==> src/rtl/core/afrp_pkg.sv <==
`timescale 1ns / 1ps
`default_nettype none

package afrp_pkg;

  localparam int unsigned ChanW = 8;
  localparam int unsigned ProdW = 2 * ChanW;
  localparam int unsigned PackW = 16;

  localparam logic [ChanW-1:0] AlphaOpaque = 8'hFF;

  localparam logic [1:0] RegForceOpaque = 2'd0;
  localparam logic [1:0] RegBackground  = 2'd1;
  localparam logic [1:0] RegPackEnable  = 2'd2;

  typedef struct packed {
    logic [ChanW-1:0] blue;
    logic [ChanW-1:0] green;
    logic [ChanW-1:0] red;
    logic [ChanW-1:0] alpha;
  } pix_t;

  typedef struct packed {
    logic             force_opaque;
    logic [23:0]      background_color;
    logic             pack_enable;
  } cfg_t;

  // floor(s / 255), exact for every s up to 255 * 255
  function automatic logic [ChanW-1:0] div255(input logic [ProdW-1:0] s);
    logic [ProdW:0] t;
    t = {1'b0, s} + {{ProdW{1'b0}}, 1'b1} + {{(ChanW+1){1'b0}}, s[ProdW-1:ChanW]};
    return t[ProdW-1:ChanW];
  endfunction

endpackage

`default_nettype wire

==> src/rtl/core/afrp_blend_pipe.sv <==
`timescale 1ns / 1ps
`default_nettype none

module afrp_blend_pipe
  import afrp_pkg::*;
(
  input  wire logic             clk_i,
  input  wire logic             rst_ni,
  input  wire cfg_t             cfg_i,
  input  wire logic             in_valid_i,
  output logic                  in_stall_o,
  input  wire pix_t             in_pix_i,
  input  wire logic             in_last_i,
  output logic                  out_valid_o,
  input  wire logic             out_stall_i,
  output pix_t                  out_pix_o,
  output logic [PackW-1:0]      out_packed_o,
  output logic                  out_last_o
);

  logic v1_q, v2_q, v3_q;
  logic rdy1, rdy2, rdy3;

  pix_t             pix1_q, pix2_q;
  logic             last1_q, last2_q;
  logic [ProdW-1:0] pc1_q [3];
  logic [ProdW-1:0] pb1_q [3];
  logic [ProdW-1:0] sum2_q [3];

  pix_t             pix3_q;
  logic [PackW-1:0] packed3_q;
  logic             last3_q;

  logic [ChanW-1:0] bg [3];
  logic [ChanW-1:0] src [3];
  logic [ChanW-1:0] inv_a;
  logic [ChanW-1:0] blend [3];
  pix_t             res_d;
  logic [PackW-1:0] packed_d;

  assign rdy3 = !v3_q || !out_stall_i;
  assign rdy2 = !v2_q || rdy3;
  assign rdy1 = !v1_q || rdy2;
  assign in_stall_o = !rdy1;

  assign bg[0]  = cfg_i.background_color[7:0];
  assign bg[1]  = cfg_i.background_color[15:8];
  assign bg[2]  = cfg_i.background_color[23:16];
  assign src[0] = in_pix_i.blue;
  assign src[1] = in_pix_i.green;
  assign src[2] = in_pix_i.red;
  assign inv_a  = ~in_pix_i.alpha;

  always_ff @(posedge clk_i or negedge rst_ni) begin
    if (!rst_ni) begin
      v1_q <= 1'b0;
      v2_q <= 1'b0;
      v3_q <= 1'b0;
    end else begin
      if (rdy1) v1_q <= in_valid_i;
      if (rdy2) v2_q <= v1_q;
      if (rdy3) v3_q <= v2_q;
    end
  end

  // multiply
  always_ff @(posedge clk_i) begin
    if (rdy1 && in_valid_i) begin
      pix1_q  <= in_pix_i;
      last1_q <= in_last_i;
      for (int i = 0; i < 3; i++) begin
        pc1_q[i] <= {{ChanW{1'b0}}, src[i]} * {{ChanW{1'b0}}, in_pix_i.alpha};
        pb1_q[i] <= {{ChanW{1'b0}}, bg[i]} * {{ChanW{1'b0}}, inv_a};
      end
    end
  end

  // accumulate
  always_ff @(posedge clk_i) begin
    if (rdy2 && v1_q) begin
      pix2_q  <= pix1_q;
      last2_q <= last1_q;
      for (int i = 0; i < 3; i++) begin
        sum2_q[i] <= pc1_q[i] + pb1_q[i];
      end
    end
  end

  // divide, select, pack
  always_comb begin
    for (int i = 0; i < 3; i++) begin
      blend[i] = div255(sum2_q[i]);
    end
    res_d = pix2_q;
    if (cfg_i.force_opaque) begin
      res_d.blue  = blend[0];
      res_d.green = blend[1];
      res_d.red   = blend[2];
      res_d.alpha = AlphaOpaque;
    end
    packed_d = '0;
    if (cfg_i.pack_enable) begin
      packed_d = {res_d.red[7:3], res_d.green[7:2], res_d.blue[7:3]};
    end
  end

  always_ff @(posedge clk_i) begin
    if (rdy3 && v2_q) begin
      pix3_q    <= res_d;
      packed3_q <= packed_d;
      last3_q   <= last2_q;
    end
  end

  assign out_valid_o  = v3_q;
  assign out_pix_o    = pix3_q;
  assign out_packed_o = packed3_q;
  assign out_last_o   = last3_q;

endmodule

`default_nettype wire

==> src/rtl/core/alpha_flatten_rgb565_pack.sv <==
// channel   direction  handshake              payload
// pixel in  in         in_valid_i / in_stall_o pix_blue/green/red/alpha, frame_last
// result    out        out_valid_o / stall_i   res_blue/green/red/alpha, res_packed, res_last
// config    in         APB psel/penable/pready force_opaque, background_color, pack_enable
//
// One pixel per cycle while stall_i is low, through multiply, add and divide stages.
// Asynchronous active-low reset clears the stage valid bits and the config registers.
// A stalled result holds the last stage; earlier stages fill any bubbles first.
// in_stall_o rises only while all three stages hold data and stall_i is high.
`timescale 1ns / 1ps
`default_nettype none

module alpha_flatten_rgb565_pack
  import afrp_pkg::*;
(
  input  wire logic        clk_i,
  input  wire logic        rst_ni,
  input  wire logic        psel,
  input  wire logic        penable,
  input  wire logic        pwrite,
  input  wire logic [3:0]  paddr,
  input  wire logic [31:0] pwdata,
  output logic      [31:0] prdata,
  output logic             pready,
  input  wire logic        in_valid_i,
  output logic             in_stall_o,
  input  wire logic [7:0]  pix_blue_i,
  input  wire logic [7:0]  pix_green_i,
  input  wire logic [7:0]  pix_red_i,
  input  wire logic [7:0]  pix_alpha_i,
  input  wire logic        frame_last_i,
  output logic             out_valid_o,
  input  wire logic        stall_i,
  output logic [7:0]       res_blue_o,
  output logic [7:0]       res_green_o,
  output logic [7:0]       res_red_o,
  output logic [7:0]       res_alpha_o,
  output logic [15:0]      res_packed_o,
  output logic             res_last_o
);

  cfg_t cfg_q;
  pix_t in_pix;
  pix_t out_pix;
  logic wr_en;

  assign pready = 1'b1;
  assign wr_en  = psel && penable && pwrite && pready;

  always_ff @(posedge clk_i or negedge rst_ni) begin
    if (!rst_ni) begin
      cfg_q <= '0;
    end else if (wr_en) begin
      case (paddr[3:2])
        RegForceOpaque: cfg_q.force_opaque     <= pwdata[0];
        RegBackground:  cfg_q.background_color <= pwdata[23:0];
        RegPackEnable:  cfg_q.pack_enable      <= pwdata[0];
        default: ;
      endcase
    end
  end

  always_comb begin
    case (paddr[3:2])
      RegForceOpaque: prdata = {31'd0, cfg_q.force_opaque};
      RegBackground:  prdata = {8'd0, cfg_q.background_color};
      RegPackEnable:  prdata = {31'd0, cfg_q.pack_enable};
      default:        prdata = '0;
    endcase
  end

  assign in_pix.blue  = pix_blue_i;
  assign in_pix.green = pix_green_i;
  assign in_pix.red   = pix_red_i;
  assign in_pix.alpha = pix_alpha_i;

  afrp_blend_pipe u_pipe (
    .clk_i        (clk_i),
    .rst_ni       (rst_ni),
    .cfg_i        (cfg_q),
    .in_valid_i   (in_valid_i),
    .in_stall_o   (in_stall_o),
    .in_pix_i     (in_pix),
    .in_last_i    (frame_last_i),
    .out_valid_o  (out_valid_o),
    .out_stall_i  (stall_i),
    .out_pix_o    (out_pix),
    .out_packed_o (res_packed_o),
    .out_last_o   (res_last_o)
  );

  assign res_blue_o  = out_pix.blue;
  assign res_green_o = out_pix.green;
  assign res_red_o   = out_pix.red;
  assign res_alpha_o = out_pix.alpha;

  a_stall_needs_full: assert property (@(posedge clk_i) disable iff (!rst_ni)
    in_stall_o |-> (out_valid_o && stall_i))
    else $error("input stalled while output not blocked");

  a_latency: assert property (@(posedge clk_i) disable iff (!rst_ni)
    (in_valid_i && !in_stall_o) ##1 !stall_i ##1 !stall_i |=> out_valid_o)
    else $error("accepted pixel failed to reach output");

endmodule

`default_nettype wire
==> config.mk <==
export PLATFORM = sky130hd
export DESIGN_NAME = alpha_flatten_rgb565_pack
export DESIGN_NICKNAME = d
export VERILOG_FILES = /design/src/rtl/core/afrp_pkg.sv /design/src/rtl/core/afrp_blend_pipe.sv /design/src/rtl/core/alpha_flatten_rgb565_pack.sv
export SDC_FILE = /design/constraint.sdc
export NUM_CORES = 1
export LEC_CHECK = 0
export ABC_AREA = 1
export BUFFER_PORTS_ARGS = -buffer_cell sky130_fd_sc_hd__buf_2
export CAP_MARGIN = 20
export CORE_UTILIZATION = 50
export DETAILED_ROUTE_END_ITERATION = 8
export PLACE_DENSITY = 0.74
export SYNTH_ARGS = -nofsm -noshare
export SYNTH_HDL_FRONTEND = slang
export SYNTH_HIERARCHICAL = 1
export SYNTH_SLANG_ARGS = --single-unit
==> constraint.sdc <==
create_clock -name clk_i -period 8.6 [get_ports clk_i]
set_input_delay 1.72 -clock clk_i [delete_from_list [all_inputs] [get_ports clk_i]]
set_output_delay 1.72 -clock clk_i [all_outputs]
set_load 0.02 [all_outputs]
## Word-level counts from Yosys, hierarchy flattened

Memory sizes are Yosys's and may differ from the RTL's.
Cells that the tools add are included.

| storage, ports and cells | value |
|---|---|
| bits in registers | 144 |
| memory bits (writable) | 144 |
| input port bits | 76 |
| output and inout port bits | 84 |
| memories kept | 3 |

Memory list:

| memory | depth | width | read ports | clocked after memory_dff | write ports | RTL line | source |
|---|---|---|---|---|---|---|---|
| u_pipe.pb1_q | 3 | 16 | 3 | 0 | 3 | afrp_blend_pipe.sv:27 | `logic [ProdW-1:0] pb1_q [3];` |
| u_pipe.pc1_q | 3 | 16 | 3 | 0 | 3 | afrp_blend_pipe.sv:26 | `logic [ProdW-1:0] pc1_q [3];` |
| u_pipe.sum2_q | 3 | 16 | 3 | 0 | 3 | afrp_blend_pipe.sv:28 | `logic [ProdW-1:0] sum2_q [3];` |

| operators by class | value |
|---|---|
| add/subtract/negate cells | 9 |
| $mul | 6 |
| eq/ne operators | 2 |
| mux-type cells | 6 |
| bitwise gates (word level) | 1 |
| reduce and logical (&&, ||, !) cells | 17 |

Operator list:

| kind | number |
|---|---|
| multiplier 8 x 8 -> 16 bit | 6 |
| one-hot mux 24 bit (3 select lines) | 1 |
| adder 16 x 1 -> 16 bit (second input constant) | 3 |
| adder 16 bit | 3 |
| adder 16 x 8 -> 16 bit | 3 |
| 2-to-1 mux 32 bit | 1 |
| NOT 8 bit | 1 |
| AND reduction 2 bit | 3 |
| logical AND 1 bit | 5 |
| zero test 1 bit | 5 |
| 2-to-1 mux 1 bit | 4 |
| logical OR 1 bit | 3 |
| equality test 2 x 1 -> 1 bit (second input constant) | 1 |
| equality test 2 bit (second input constant) | 1 |
| zero test 2 bit | 1 |

## Longest topological paths before layout

Gate-level depths: netlist (run 1).

| depth | value |
|---|---|
| depth after elaboration | 7 |
| gate-level depth with buffers | 17 |

## By module

Netlist (run 1), hierarchy kept.

Modules (own cells, without submodules):

| module | times used | cells each | area each (um^2) |
|---|---|---|---|
| afrp_blend_pipe | 1 | 2825 | 24813.8 |
| alpha_flatten_rgb565_pack | 1 | 184 | 1353.8 |

## Least setup slack after synthesis (run 1)

Ideal clock, no wire load.

| timing | value |
|---|---|
| path type | input -> register |
| from | in stall_i |
| to | reg u_pipe.last1_q (enable) |
| arrival time | 7405 ps |
| path slack | 576 ps |
| cell stages on the path | 5 |
| path buffers | 0 |
| path through | nand2_1 nor2_1 inv_1 nor2_1 nor2_1 |

| between the ends | value |
|---|---|
| longest elaborated chain between the ends | 5 |

RTL lines:

| element | RTL line | source |
|---|---|---|
| from (decl) | alpha_flatten_rgb565_pack.sv:33 | `input wire logic stall_i,` |
| zero test 1 bit | afrp_blend_pipe.sv:41 | `assign rdy3 = !v3_q \|\| !out_stall_i;` |
| logical OR 1 bit | afrp_blend_pipe.sv:41 |  |
| logical OR 1 bit | afrp_blend_pipe.sv:42 | `assign rdy2 = !v2_q \|\| rdy3;` |
| logical OR 1 bit | afrp_blend_pipe.sv:43 | `assign rdy1 = !v1_q \|\| rdy2;` |
| logical AND 1 bit | afrp_blend_pipe.sv:68 | `if (rdy1 && in_valid_i) begin` |
| to (signal assigned) | afrp_blend_pipe.sv:70 | `last1_q <= in_last_i;` |
| to (decl) | afrp_blend_pipe.sv:25 | `logic last1_q, last2_q;` |

Every way passes these cells.
A chain may end at the register's enable or synchronous reset.

==> results of run 1 <==
## registers in the layout (all words and copies together) (netlist names)
name,flops
u_pipe/out_packed_o,16
u_pipe/pc1_q,48
u_pipe/pix2_q,32
u_pipe/out_valid_o,1
u_pipe/out_pix_o,32
u_pipe/pix1_q,32
u_pipe/out_last_o,1
u_pipe/last2_q,1
u_pipe/last1_q,1
u_pipe/v2_q,1
u_pipe/v1_q,1
cfg_q,26
u_pipe/sum2_q,48
u_pipe/pb1_q,48
## layout make-up
| cell class | count | share of cell area [%] |
|---|---|---|
| inverter | 683 | 8.98 |
| sequential | 288 | 29.8 |
| clock inverter | 25 | 0.815 |
| multi-input combinational | 1963 | 51.6 |
| clock buffer | 36 | 3.00 |
| tap | 680 | 2.98 |
| timing repair buffer | 154 | 2.82 |
## path summary, 6_finish.rpt
path,from,endpoint,cells after the start
setup reg to reg,cfg_q[14]$_DFFE_PN0P_,u_pipe/pb1_q[0][30]$_DFFE_PP_,16
setup / recovery,pix_alpha_i[5],u_pipe/pb1_q[0][44]$_DFFE_PP_,16
hold reg to reg,u_pipe/pix1_q[29]$_DFFE_PP_,u_pipe/pix2_q[29]$_DFFE_PP_,0
hold / removal,u_pipe/pix1_q[29]$_DFFE_PP_,u_pipe/pix2_q[29]$_DFFE_PP_,0
max in group asynchronous,rst_ni,u_pipe/out_valid_o$_DFFE_PN0P_,1
min in group asynchronous,rst_ni,cfg_q[12]$_DFFE_PN0P_,1
## per-layer routing
| metal | routed length, um | track usage, % |
|---|---|---|
| met1 | 24600 | 28.7 |
| met2 | 24700 | 33.9 |
| met3 | 3420 | 3.94 |
| met4 | 1150 | 5.44 |
| met5 | 0 | 0 |
## power by group
| part | switching [W] | leakage, nW | internal, W |
|---|---|---|---|
| registers | 0.000221 | 2.88 | 0.00217 |
| clock network | 0.000590 | 0.528 | 0.000823 |
| logic | 0.00303 | 12.0 | 0.00184 |
## worst reg2reg max path, cell delays in order, from the launching register on
cell and delay (ns):
dfrtp_1 0.42, inv_1 0.22, nor2_1 0.10, fa_1 0.56
inv_1 0.05, fa_1 0.52, inv_1 0.05, fa_1 0.47
inv_1 0.05, fa_1 0.47, inv_1 0.04, ha_1 0.33
a21oi_1 0.19, o21ai_0 0.10, a21oi_1 0.28, o21ai_0 0.15
xor2_1 0.15
## placed cells by master, fill, tap and decap left out, types with 24 or more instances in the layout
cell type and n:
clkbuf_16 34, nand2_1 676, a21oi_1 121, nand4_1 24, o21ai_0 49, buf_2 140
fa_1 219, nand3_1 73, edfxtp_1 259, xnor2_1 38, xor2_1 67, nor2_1 271
dfrtp_1 29, ha_1 282, inv_1 675
## cell families after synthesis
group | Yosys count
fa+ha+maj | 501
buf+inv | 765
simple gates | 1111
other cells | 2
xor+xnor | 105
flops | 288
compound gates | 237
## metrics by stage
stage	cells	total power [W]	cell area [um^2]	util (%)
floorplan	3016	0.00614	26200	-
global placement	3768	0.00713	27500	53.3
detailed placement	3768	0.00723	27500	53.3
CTS	3829	0.00870	28600	55.5
global route	3829	0.00955	28600	55.5
finish	3829	0.00867	28600	55.5
==> results_dict.tcl, run 1 <==
set metrics [dict create \
    outcome "finished clean" \
    cap_violations 0 \
    die_area_um2 53300 \
    fin_crit_sh_pct 70.1 \
    cts_root_buf "clkbuf_16" \
    synth_compound_area_share_pct 5.19 \
    synthArstFlopShare_pct 10.1 \
    syn_avg_cell_area_um2 8.70 \
    cp-start-kind "input port" \
    synthDistinctLibCells 45 \
    fill_cells 4637 \
    cpPeakStageDelay_ns 0.54 \
    hp-class "flip-flop to flip-flop" \
    cts_tree "yes" \
    finalCriticalPeriod_ns 6.02 \
    wirelength_mm 53.9 \
    synth_top_area_share_pct 29.7 \
    synth-xor-area-share_pct 3.51 \
    overflow 0 \
    via_per_inst 4.99 \
    gp_congestion 0.902 \
    cts_setup_buffers 0 \
    dp.final_hpwl_mm 41.3 \
    critPathArrivalTime_ns 6.29 \
    die_height_um 231 \
    synth_adder_area_share_pct 30.2 \
    wire_per_inst_um 14.1 \
    ios 160 \
    grt_pass1_wl_mm 90.2 \
    worst_clock_skew_ns 0.0251 \
    ys_top_cells_by_count "676 x inv_1, 676 x nand2_1, 282 x ha_1" \
    synthCells 3009 \
    synth_top_family_by_area "adder cells" \
    setup_slack_ns 2.58 \
    cts_buffer_depth 3 \
    synthFlopType "edfxtp_1" \
    cts_inserted_buffers 34 \
    n_antenna_cell 0 \
    grt_start_max_net_pins 82 \
    tns_ns 0 \
    worst_slew_pin_slew_ns 1.06 \
    yosys_register_bits 288 \
    muxShareOfSynthArea_pct 0 \
    drt-initial-drc-count 1243 \
    worst_setup_path_end_kind "flip-flop" \
    numPortBuffers 140 \
    ctsResizeCount 0 \
    drt-pass1-iter-count 6 \
    yosys.area.top_type "edfxtp_1" \
    ant_nets 0 \
    ir_drop_mv 0.135 \
    yosysWarnings 6 \
    reg2reg_setup_slack_ns 4.19 \
    setup_violations 0 \
    clk_latency_ns 0.55 \
    post-place-ws_ns 2.05 \
    leakage_nw 15.4 \
    cts_htree_levels 2 \
    grt_usage_pct 20.9 \
    power_density_nw_per_um2 304 \
    critPathBufInv 5 \
    drv_slew 0 \
    clk_pin_slew_worst_paths_ns 0.06 \
    core_um2 51500 \
    antenna_found_initial 1 \
    path_common_cell "fa_1" \
    grt_setup_unrepaired "no" \
    cp_max_fo 24 \
    netlist_area_um2 26200 \
    syn_to_final_growth_pct 9.16 \
    timing.hold.ws_ns 0.416 \
    clock_sinks 288 \
    worst-endpoint-required_ns 8.87 \
    synth_seq_area_share_pct 32.5 \
    nets 3701 \
    relSlewSlack_pct 29.1 \
    drive_gt1_share_pct 8.51 \
    cp_cell_sequence "buf_2, clkinv_1, nand2_1, fa_1, fa_1, inv_1, fa_1, inv_1, fa_1, inv_1, ha_1, a21oi_1, o21ai_0, a21oi_1, o21ai_0, xor2_1" \
    regArea_um2 8500 \
    fp.dieW_um 231 \
    cp_slowest_cell "buf_2" \
    synth-edff-count 259 \
    final-hold-violation-count 0 \
    synth_area_leaders "edfxtp_1 30%, fa_1 17%, ha_1 13%, inv_1 9.7%, nand2_1 9.7%" \
    synth-simple-area-share_pct 17.2 \
    vias 19100 \
    multi_input_area_um2 14700 \
    critPathKind "input port to flip-flop" \
    drc_errors 0 \
    grt_pass1_vias 18700 \
    start_util_pct 50.8 \
    cp_top_family "adder cells" \
    rows 83 \
    cts_hold_buf 0 \
    max_freq_mhz 166 \
]
Power figures use the tool's default switching activity.
==> run 2, diff against run 1 <==
- PLACE_DENSITY: 0.74 -> 0.76
- clock period: 8.6 -> 5.4 ns (I/O delays scaled with it)
==> run 2 against run 1 <==
Clock-buffer cell count grew 7. Sequential share of layout area shrank 0.34 points. Wire length rose by 4.9%. Clock power is 65% higher. Critical path depth fell by 2. Design area increased by 1.1%. Power is 62% higher. Die area did not move. Register-to-register slack worse by 3.2 ns. Via count up 1.1%. Final cell count is 0.76% higher. Critical endpoint is now u_pipe/pc1_q[0][44]$_DFFE_PP_.
==> results_dict.tcl, run 2 (synthesized netlist as in run 1, its figures left out) <==
set metrics [dict create \
    gp_congestion 0.927 \
    cts_tree "yes" \
    setup_violations 0 \
    cpPeakStageDelay_ns 0.56 \
    dpl.cell_count 3792 \
    cap_violations 0 \
    cts_setup_buffers 0 \
    grt_usage_pct 21.8 \
    cts_htree_levels 2 \
    clk_latency_ns 0.56 \
    cts_inserted_buffers 35 \
    final_area_um2 28900 \
    dr_wl_met2_mm 26.1 \
    finalNonFillerCells 3858 \
    worst_setup_path_end_kind "flip-flop" \
    die_area_um2 53300 \
    grt_pass1_wl_mm 93.0 \
    leakage_nw 15.5 \
    antenna_found_initial 1 \
    critPathKind "input port to flip-flop" \
    start_util_pct 50.8 \
    outcome "finished clean" \
    worst_clock_skew_ns 0.0243 \
    cp_top_family "adder cells" \
    final-hold-violation-count 0 \
    finalCriticalPeriod_ns 4.91 \
    syn_to_final_growth_pct 10.4 \
    ctsResizeCount 0 \
    rows 83 \
    cp_slowest_cell "fa_1" \
    wl_met3_mm 3.31 \
    ios 160 \
    drc_errors 0 \
    hp-start "u_pipe/pix1_q[13]$_DFFE_PP_" \
    cts_root_buf "clkbuf_16" \
    drt-initial-drc-count 1249 \
    cts_hold_buf 0 \
    fin_crit_sh_pct 90.9 \
    whs_endpoint "u_pipe/pix2_q[13]$_DFFE_PP_" \
    drt-pass1-iter-count 5 \
    ant_nets 0 \
    wirelength_mm 56.6 \
    layout_common_cells "676 x nand2_1, 675 x inv_1, 282 x ha_1" \
    reg2reg_setup_slack_ns 0.99 \
    p_total_w 0.0140 \
    hp-class "flip-flop to flip-flop" \
    worst_slew_pin_slew_ns 0.848 \
    critPathArrivalTime_ns 5.21 \
    clk_pin_slew_worst_paths_ns 0.06 \
    cp-start-kind "input port" \
    setup_slack_ns 0.491 \
    die_height_um 231 \
    post-place-ws_ns -0.0146 \
    reg_top3 "u_pipe/pb1_q (48), u_pipe/pc1_q (48), u_pipe/sum2_q (48)" \
    drive_gt1_share_pct 9.19 \
    critPathBufInv 3 \
    via_per_inst 5.01 \
    cp_cell_sequence "buf_2, buf_4, nand2_1, fa_1, fa_1, fa_1, fa_1, inv_1, ha_1, a21oi_1, o21ai_0, a21oi_1, o21ai_0, xor2_1" \
    overflow 0 \
    final_common_cell "nand2_1" \
    dp.final_hpwl_mm 44.0 \
    ir_drop_mv 0.259 \
    startpoint "pix_alpha_i[3]" \
    cp_max_fo 13 \
    cts_buffer_depth 3 \
    route.top_layer_used "met4" \
    max_freq_mhz 204 \
    vias 19300 \
    placed_cell_area_um2 27800 \
    relSlewSlack_pct 43.4 \
    core_um2 51500 \
    worst-endpoint-required_ns 5.70 \
    grt_setup_unrepaired "no" \
    clock_sinks 288 \
    wire_per_inst_um 14.7 \
    grt_start_max_net_pins 84 \
    fp.dieW_um 231 \
    numPortBuffers 140 \
    nets 3726 \
    r2r_end "u_pipe/pb1_q[0][28]$_DFFE_PP_" \
    grt_pass1_vias 18900 \
    r2r_start "cfg_q[13]$_DFFE_PN0P_" \
    power_density_nw_per_um2 486 \
    r2r_cells 16 \
    wl_met1_mm 25.6 \
    drv_slew 0 \
    path_common_cell "fa_1" \
    hold_path_depth 0 \
    final_util_pct 56.1 \
]
run 2: changes by cell type in the layout (fill, tap and decap cells not counted), sizes merged:
cell,change
diode,+2
buf,+24
bufinv,-1
clkinv,-4
clkbuf,+7
inv,+1
run 2: power breakdown:
| group | switching, W | internal, W | leakage, nW |
|---|---|---|---|
| registers | 0.000352 | 0.00345 | 2.88 |
| logic | 0.00491 | 0.00298 | 12.1 |
| clock network | 0.000990 | 0.00134 | 0.546 |
run 2: layer usage:
| metal | vias up | track usage (%) |
|---|---|---|
| met5 | - | 0 |
| li1 | 9584 | - |
| met3 | 99 | 2.80 |
| met2 | 548 | 35.5 |
| met4 | 0 | 6.85 |
| met1 | 9104 | 30.1 |
run 2: worst max path at each step:
stage	end	slack (ns)	depth (start not counted)
after CTS	u_pipe/pb1_q[0][12]$_DFFE_PP_	0.57	16
after global placement	u_pipe/pc1_q[0][44]$_DFFE_PP_	0.06	14
after detailed placement	u_pipe/pb1_q[0][12]$_DFFE_PP_	-0.01	16
final	u_pipe/pc1_q[0][44]$_DFFE_PP_	0.49	14
after global routing	u_pipe/pb1_q[0][30]$_DFFE_PP_	0.31	16
after floorplan	u_pipe/last1_q$_DFFE_PP_	0.20	5
run 2: area by class of cell:
type | instances | area (um^2)
Sequential cell | 288 | 8500
Fill cell | 4594 | 22600
Antenna cell | 2 | 5.00
Inverter | 683 | 2560
Multi-Input combinational cell | 1963 | 14700
Timing Repair Buffer | 178 | 1090
Tap cell | 680 | 851
Clock buffer | 43 | 926
Clock inverter | 21 | 206
run 2: through the flow:
stage	hold slack, ns	TNS (ns)
after floorplan	0.400	0
after global placement	0.400	0
after detailed placement	0.405	-0.0249
after CTS	0.415	0
after global routing	0.424	0
final	0.418	0
